### src/hw/rtl/grmcs_pkg.sv
// shared types, constants and shading tables for the grid ray march column shader
`default_nettype none

package grmcs_pkg;

  localparam int MAX_STEPS     = 160;
  localparam int MAP_SIZE      = 16;
  localparam int SCREEN_HEIGHT = 720;

  localparam int HALF_HEIGHT = SCREEN_HEIGHT / 2;

  localparam int K_W       = $clog2(MAX_STEPS + 1);
  localparam int CAM_W     = 16;
  localparam int DIR_W     = 16;
  localparam int STEP_W    = 12;
  localparam int DIR_FRAC  = 14;
  localparam int CELL_FRAC = 12;
  localparam int INC_W     = DIR_W + STEP_W + 1;
  localparam int OFF_W     = INC_W + K_W;
  localparam int PX_W      = OFF_W - DIR_FRAC + 1;
  localparam int CELL_W    = PX_W - 1 - CELL_FRAC;
  localparam int MAP_IDX_W = 4;
  localparam int MAP_BITS  = 256;

  localparam int CFG_IDX_W  = 3;
  localparam int CFG_DATA_W = 64;
  localparam int WALL_WORD_W = 64;

  localparam logic [CFG_IDX_W-1:0] REG_WALL_ROWS_0_TO_3   = 3'd0;
  localparam logic [CFG_IDX_W-1:0] REG_WALL_ROWS_4_TO_7   = 3'd1;
  localparam logic [CFG_IDX_W-1:0] REG_WALL_ROWS_8_TO_11  = 3'd2;
  localparam logic [CFG_IDX_W-1:0] REG_WALL_ROWS_12_TO_15 = 3'd3;
  localparam logic [CFG_IDX_W-1:0] REG_STEP_LENGTH        = 3'd4;

  localparam logic [STEP_W-1:0] STEP_LENGTH_RESET = 12'd410;

  typedef enum logic [1:0] {
    CAUSE_LIMIT = 2'd0,
    CAUSE_WALL  = 2'd1,
    CAUSE_LEFT  = 2'd2
  } cause_t;

  typedef logic [7:0] lut8_t [0:MAX_STEPS];
  typedef logic [9:0] lut10_t [0:MAX_STEPS];

  function automatic lut8_t bright_lut();
    lut8_t t;
    for (int i = 0; i <= MAX_STEPS; i++) begin
      t[i] = 8'((255 * i) / MAX_STEPS);
    end
    return t;
  endfunction

  function automatic lut10_t top_lut();
    lut10_t t;
    for (int i = 0; i <= MAX_STEPS; i++) begin
      t[i] = 10'((5 * HALF_HEIGHT * MAX_STEPS - 6 * HALF_HEIGHT * i) / (5 * MAX_STEPS));
    end
    return t;
  endfunction

  function automatic lut10_t height_lut();
    lut10_t t;
    for (int i = 0; i <= MAX_STEPS; i++) begin
      t[i] = 10'((12 * HALF_HEIGHT * i) / (5 * MAX_STEPS));
    end
    return t;
  endfunction

  localparam lut8_t  BRIGHT_TABLE = bright_lut();
  localparam lut10_t TOP_TABLE    = top_lut();
  localparam lut10_t HEIGHT_TABLE = height_lut();

endpackage

`default_nettype wire

### src/hw/rtl/grid_ray_march_column_shader.sv
// top level: fixed step ray march over a 16x16 wall bitmap and column shading
// sequence: the ray is loaded on start, then one march step per sample (1 to MAX_STEPS = 160
// samples), then a shading step, then done strobes with the result
// throughput: one ray at a time, set by the single step accumulator; busy stays high
// until done, and a new start is taken in the cycle done is shown
// reset: rst (synchronous) clears the wall bitmap, loads step_length 410, goes idle
`default_nettype none

module grid_ray_march_column_shader import grmcs_pkg::*; (
  input  logic                   clk,
  input  logic                   rst,
  input  logic                   start,
  output logic                   busy,
  input  logic [CAM_W-1:0]       camera_x,
  input  logic [CAM_W-1:0]       camera_y,
  input  logic signed [DIR_W-1:0] ray_dx,
  input  logic signed [DIR_W-1:0] ray_dy,
  input  logic                   cfg_write,
  input  logic [CFG_IDX_W-1:0]   cfg_index,
  input  logic [CFG_DATA_W-1:0]  cfg_data,
  output logic                   done,
  output logic [7:0]             step_count,
  output logic [1:0]             stop_cause,
  output logic [7:0]             brightness,
  output logic signed [9:0]      strip_top,
  output logic [9:0]             strip_height
);

  typedef enum logic [2:0] {
    ST_IDLE  = 3'b001,
    ST_MARCH = 3'b010,
    ST_SHADE = 3'b100
  } state_t;

  state_t                   state;
  logic [MAP_BITS-1:0]      wall_map;
  logic [STEP_W-1:0]        step_len;
  logic [CAM_W-1:0]         cam_x;
  logic [CAM_W-1:0]         cam_y;
  logic signed [INC_W-1:0]  inc_x;
  logic signed [INC_W-1:0]  inc_y;
  logic signed [OFF_W-1:0]  off_x;
  logic signed [OFF_W-1:0]  off_y;
  logic [K_W-1:0]           k;
  logic [K_W-1:0]           steps;
  cause_t                   cause;

  logic signed [INC_W-1:0]  prod_x;
  logic signed [INC_W-1:0]  prod_y;
  logic signed [PX_W-1:0]   pos_x;
  logic signed [PX_W-1:0]   pos_y;
  logic                     out_x;
  logic                     out_y;
  logic                     wall_hit;
  logic [K_W-1:0]           rem;

  // per step increment, exact
  assign prod_x = INC_W'(ray_dx) * INC_W'($signed({1'b0, step_len}));
  assign prod_y = INC_W'(ray_dy) * INC_W'($signed({1'b0, step_len}));

  // sample position: floor offset to Q.12, add camera
  assign pos_x = PX_W'($signed({1'b0, cam_x})) + PX_W'(off_x >>> DIR_FRAC);
  assign pos_y = PX_W'($signed({1'b0, cam_y})) + PX_W'(off_y >>> DIR_FRAC);

  assign out_x = pos_x[PX_W-1] | (pos_x[PX_W-2:CELL_FRAC] >= CELL_W'(MAP_SIZE));
  assign out_y = pos_y[PX_W-1] | (pos_y[PX_W-2:CELL_FRAC] >= CELL_W'(MAP_SIZE));

  assign wall_hit = wall_map[{pos_y[CELL_FRAC+MAP_IDX_W-1:CELL_FRAC],
                              pos_x[CELL_FRAC+MAP_IDX_W-1:CELL_FRAC]}];

  assign rem  = K_W'(MAX_STEPS) - steps;
  assign busy = (state != ST_IDLE);

  // configuration registers
  always_ff @(posedge clk) begin
    if (rst) begin
      wall_map <= '0;
      step_len <= STEP_LENGTH_RESET;
    end else if (cfg_write) begin
      unique case (cfg_index)
        REG_WALL_ROWS_0_TO_3:   wall_map[0*WALL_WORD_W +: WALL_WORD_W] <= cfg_data;
        REG_WALL_ROWS_4_TO_7:   wall_map[1*WALL_WORD_W +: WALL_WORD_W] <= cfg_data;
        REG_WALL_ROWS_8_TO_11:  wall_map[2*WALL_WORD_W +: WALL_WORD_W] <= cfg_data;
        REG_WALL_ROWS_12_TO_15: wall_map[3*WALL_WORD_W +: WALL_WORD_W] <= cfg_data;
        REG_STEP_LENGTH:        step_len <= cfg_data[STEP_W-1:0];
        default: ;
      endcase
    end
  end

  // sequencer
  always_ff @(posedge clk) begin
    if (rst) begin
      state <= ST_IDLE;
      done  <= 1'b0;
    end else begin
      done <= (state == ST_SHADE);
      unique case (state)
        ST_IDLE: begin
          if (start) begin
            state <= ST_MARCH;
          end
        end
        ST_MARCH: begin
          if (out_x || out_y || wall_hit || (k == K_W'(MAX_STEPS))) begin
            state <= ST_SHADE;
          end
        end
        ST_SHADE: begin
          state <= ST_IDLE;
        end
        default: state <= ST_IDLE;
      endcase
    end
  end

  // datapath
  always_ff @(posedge clk) begin
    unique case (state)
      ST_IDLE: begin
        if (start) begin
          cam_x <= camera_x;
          cam_y <= camera_y;
          inc_x <= prod_x;
          inc_y <= prod_y;
          off_x <= OFF_W'(prod_x);
          off_y <= OFF_W'(prod_y);
          k     <= K_W'(1);
        end
      end
      ST_MARCH: begin
        priority if (out_x || out_y) begin
          steps <= K_W'(MAX_STEPS);
          cause <= CAUSE_LEFT;
        end else if (wall_hit) begin
          steps <= k;
          cause <= CAUSE_WALL;
        end else if (k == K_W'(MAX_STEPS)) begin
          steps <= K_W'(MAX_STEPS);
          cause <= CAUSE_LIMIT;
        end else begin
          off_x <= off_x + OFF_W'(inc_x);
          off_y <= off_y + OFF_W'(inc_y);
          k     <= k + K_W'(1);
        end
      end
      ST_SHADE: begin
        step_count   <= 8'(steps);
        stop_cause   <= cause;
        brightness   <= BRIGHT_TABLE[rem];
        strip_top    <= TOP_TABLE[rem];
        strip_height <= HEIGHT_TABLE[rem];
      end
      default: ;
    endcase
  end

endmodule

`default_nettype wire

### config.mk
export PLATFORM = sky130hd
export DESIGN_NAME = grid_ray_march_column_shader
export DESIGN_NICKNAME = d
export VERILOG_FILES = /design/src/hw/rtl/grmcs_pkg.sv /design/src/hw/rtl/grid_ray_march_column_shader.sv
export SDC_FILE = /design/constraint.sdc
export NUM_CORES = 2
export LEC_CHECK = 0
export BUFFER_PORTS_ARGS = -buffer_cell sky130_fd_sc_hd__clkbuf_2
export CELL_PAD_IN_SITES_DETAIL_PLACEMENT = 0
export CELL_PAD_IN_SITES_GLOBAL_PLACEMENT = 1
export CORE_UTILIZATION = 44
export DETAILED_ROUTE_END_ITERATION = 8
export HOLD_SLACK_MARGIN = 0.05
export PLACE_DENSITY_LB_ADDON = 0.08
export SETUP_SLACK_MARGIN = 0.05
export SLEW_MARGIN = 20
export SYNTH_ARGS = -nofsm -noshare
export SYNTH_HDL_FRONTEND = slang
export SYNTH_SLANG_ARGS = --single-unit
### constraint.sdc
create_clock -name clk -period 6.7 [get_ports clk]
set_input_delay 1.005 -clock clk [delete_from_list [all_inputs] [get_ports clk]]
set_output_delay 1.005 -clock clk [all_outputs]
set_load 0.01 [all_outputs]
==> results.sh <==
export IMPL_swShare_pct=44.2
export IMPL_async_reset_ff_share_pct=0
export IMPL_synth_area_top_cells="fa_1, edfxtp_1, dfxtp_1"
export IMPL_period_minus_slack_ns=6.30
export IMPL_nets=5733
export IMPL_num_rows=112
export IMPL_ant_nets=0
export IMPL_drt_iter0_drc=2556
export IMPL_hold_viol=0
export IMPL_min_path_type="reg -> reg"
export IMPL_die_x_um=310
export IMPL_synth_common_cells="nand2_1, inv_1, a21oi_1"
export IMPL_path_cells="buf_4 > and2_1 > fa_1 > inv_1 > fa_1 > inv_1 > fa_1 > inv_1 > fa_1 > fa_1 > inv_1 > ha_1 > a21boi_1 > o211ai_1 > a21o_1 > a311oi_2 > a221oi_2 > o311ai_1 > a21oi_1 > xor2_1 > and2_1 > or3_1"
export IMPL_cap_violations=0
export IMPL_synth_distinct_cells=96
export IMPL_status="finished clean"
export IMPL_htreeDepth=2
export IMPL_cp_arrival_ns=6.68
export IMPL_cts_max_path_buffers=3
export IMPL_min_period_over_period_pct=94.0
export IMPL_setup_violations=0
export IMPL_crit_family="adder cells"
export IMPL_cp_end_kind="flop"
export IMPL_crit_top_cell="fa_1"
export IMPL_p_int_mw=11.7
export IMPL_syn_nets=5603
export IMPL_crit_type="reg -> reg"
export IMPL_drive_above_1_share_pct=10.9
export IMPL_antenna_found_initial=3
export IMPL_clk_latency_ns=0.71
export IMPL_power_total_mw=20.9
export IMPL_grt_pass1_wl_mm=189
export IMPL_core_um2=93600
export IMPL_cts_root_buf="clkbuf_16"
export IMPL_dp_hpwl_mm=86.7
export IMPL_syn_area_um2=41700
export IMPL_pwr_share_clk_pct=16.0
export IMPL_drc=0
export IMPL_cpMaxStageDelayCell="fa_1"
export IMPL_vias_per_cell=5.40
export IMPL_synth_edff_count=220
export IMPL_routed_wl_mm=119
export IMPL_wl_per_cell_um=18.9
export IMPL_skew_ns=0.0725
export IMPL_vias=34000
export IMPL_synth_top_area_share_pct=17.2
export IMPL_synthToLayoutAreaGrowth_pct=12.1
export IMPL_track_usage_pct=25.0
export IMPL_p_leak_nw=20.2
export IMPL_start_util_pct=44.5
export IMPL_seq_power_share_pct=21.7
export IMPL_cellPowerDensity_nw_per_um2=448
export IMPL_drv_slew=0
export IMPL_syn_avg_cell_area_um2=8.56
export IMPL_grt_remaining_overflow=0
export IMPL_clock_sinks=492
export IMPL_p_comb_share_pct=62.3
export IMPL_rsz0062_at_grt="no"
export IMPL_timing_fmax_ghz=0.159
export IMPL_cts_setup_buffers=0
export IMPL_synthFlopType="dfxtp_1"
export IMPL_worstPathMaxFanout=19
export IMPL_grt_pass1_vias=33400
export IMPL_yosysSeqAreaShare_pct=28.9
export IMPL_yosys_area_top_type="fa_1"
export IMPL_synth_most_common_cell="nand2_1"
export IMPL_max_stage_delay_ns=0.50
export IMPL_ir_worst_vdd_uv=308
export IMPL_placed_area_um2=44600
export IMPL_die_y_um=310
export IMPL_portBuffers=174
export IMPL_yosys_warnings=0
export IMPL_cts_tree="done"
export IMPL_ff2ff_setup_slack_ns=0.40
export IMPL_worstPathRequired_ns=7.08
export IMPL_netlist_instances=4865
export IMPL_worst_slew_pin_slew_ns=1.10
export IMPL_path_buf_inv=5
export IMPL_maxSlewHeadroom_pct=26.4
export IMPL_p_switching_mw=9.24
export IMPL_gp_congestion=0.885
export IMPL_final_cell_area_um2=46700
export IMPL_start_kind="flop"
export IMPL_numCtsBuffers=59
export IMPL_ios=175
export IMPL_grt_start_max_net_pins=189
export IMPL_holdBufCountCts=0
export IMPL_fp_dieArea_um2=95900
export IMPL_dr_pass1_iters=5
export IMPL_ys_ff_latch=492
export IMPL_clk_pin_slew_ns=0.06
-- logic make-up (layout without fill, tap and decap cells) --
group | Yosys count | count (layout) | share of synthesized area, %
xor+xnor | 141 | 141 | 3.00
compound gates | 1047 | 1047 | 15.5
mux | 94 | 94 | 2.84
buf+inv | 837 | 1010 | 7.79
flops | 492 | 492 | 28.9
fa+ha+maj | 603 | 603 | 24.6
simple gates | 1651 | 1651 | 17.4
other cells | 0 | 4 | 0
-- state kept, by name (all words and copies together) (netlist names) --
signal / count
inc_x: 29
off_y: 37
inc_y: 29
cause: 2
state: 3
stop_cause: 2
done: 1
cam_x: 16
brightness: 8
cam_y: 16
wall_map: 256
step_count: 8
off_x: 37
strip_top: 10
steps: 8
strip_height: 10
k: 8
step_len: 12
-- path summary, 6_finish.rpt --
path / start / end / cells past startpoint
hold reg to reg: cause[1] / stop_cause[1] / 0
setup / recovery: step_len[3] / off_y[34] / 22
hold / removal: cause[1] / stop_cause[1] / 0
setup reg to reg: step_len[3] / off_y[34] / 22
-- placed cells by master, fill, tap and decap left out, types with 171 or more instances in the layout --
master | netlist | layout
nand2_1 | 1024 | 1021
a21oi_1 | 466 | 466
inv_1 | 553 | 553
o21ai_0 | 172 | 171
fa_1 | 358 | 358
clkbuf_2 | 0 | 173
dfxtp_1 | 272 | 266
and2_1 | 188 | 188
ha_1 | 245 | 244
edfxtp_1 | 220 | 220
-- power groups by stage --
stage / sequential, mW / combinational [mW] / clock, mW
3_3_place_gp: 4.60 / 12.9 / 0
5_1_grt: 4.59 / 14.7 / 3.53
2_1_floorplan: 4.49 / 9.53 / 0
6_report: 4.54 / 13.0 / 3.35
3_5_place_dp: 4.60 / 13.0 / 0
4_1_cts: 4.55 / 13.1 / 3.44
-- cell type report --
| class | count | area [µm²] |
|---|---|---|
| Antenna cell | 4 | 10.0 |
| Clock buffer | 79 | 1670 |
| Clock inverter | 25 | 345 |
| Fill cell | 9293 | 46900 |
| Inverter | 555 | 2080 |
| Multi-Input combinational cell | 3536 | 26600 |
| Sequential cell | 492 | 12100 |
| Tap cell | 1254 | 1570 |
| Timing Repair Buffer | 351 | 2370 |
-- through the flow --
step                      TNS, ns  utilization [%]  hold slack, ns  cells  setup WS (ns)
final                           0             49.9           0.443   6296          0.405
after global routing            0             49.9           0.443   6294         0.0592
after CTS                       0             49.8           0.430   6291          0.120
after detailed placement    -3.79             47.7           0.405   6187         -0.352
after global placement      -2.38             47.7           0.406   6187         -0.233
after floorplan                 0                -           0.400   4865         0.0750
-- timing repair --
item | CTS | global route
hold endpoints to repair | 0 | 0
gates resized for setup | 0 | 9
setup endpoints to repair | 0 | 25
-- per-layer routing --
| layer | track usage [%] | wire length [µm] | up-vias |
|---|---|---|---|
| met5 | 0 | 0 | - |
| met4 | 5.18 | 1930 | 0 |
| met3 | 2.90 | 6060 | 129 |
| met2 | 38.8 | 52400 | 791 |
| met1 | 37.2 | 58500 | 16600 |
| li1 | - | - | 16500 |
Power figures use the tool's default switching activity.
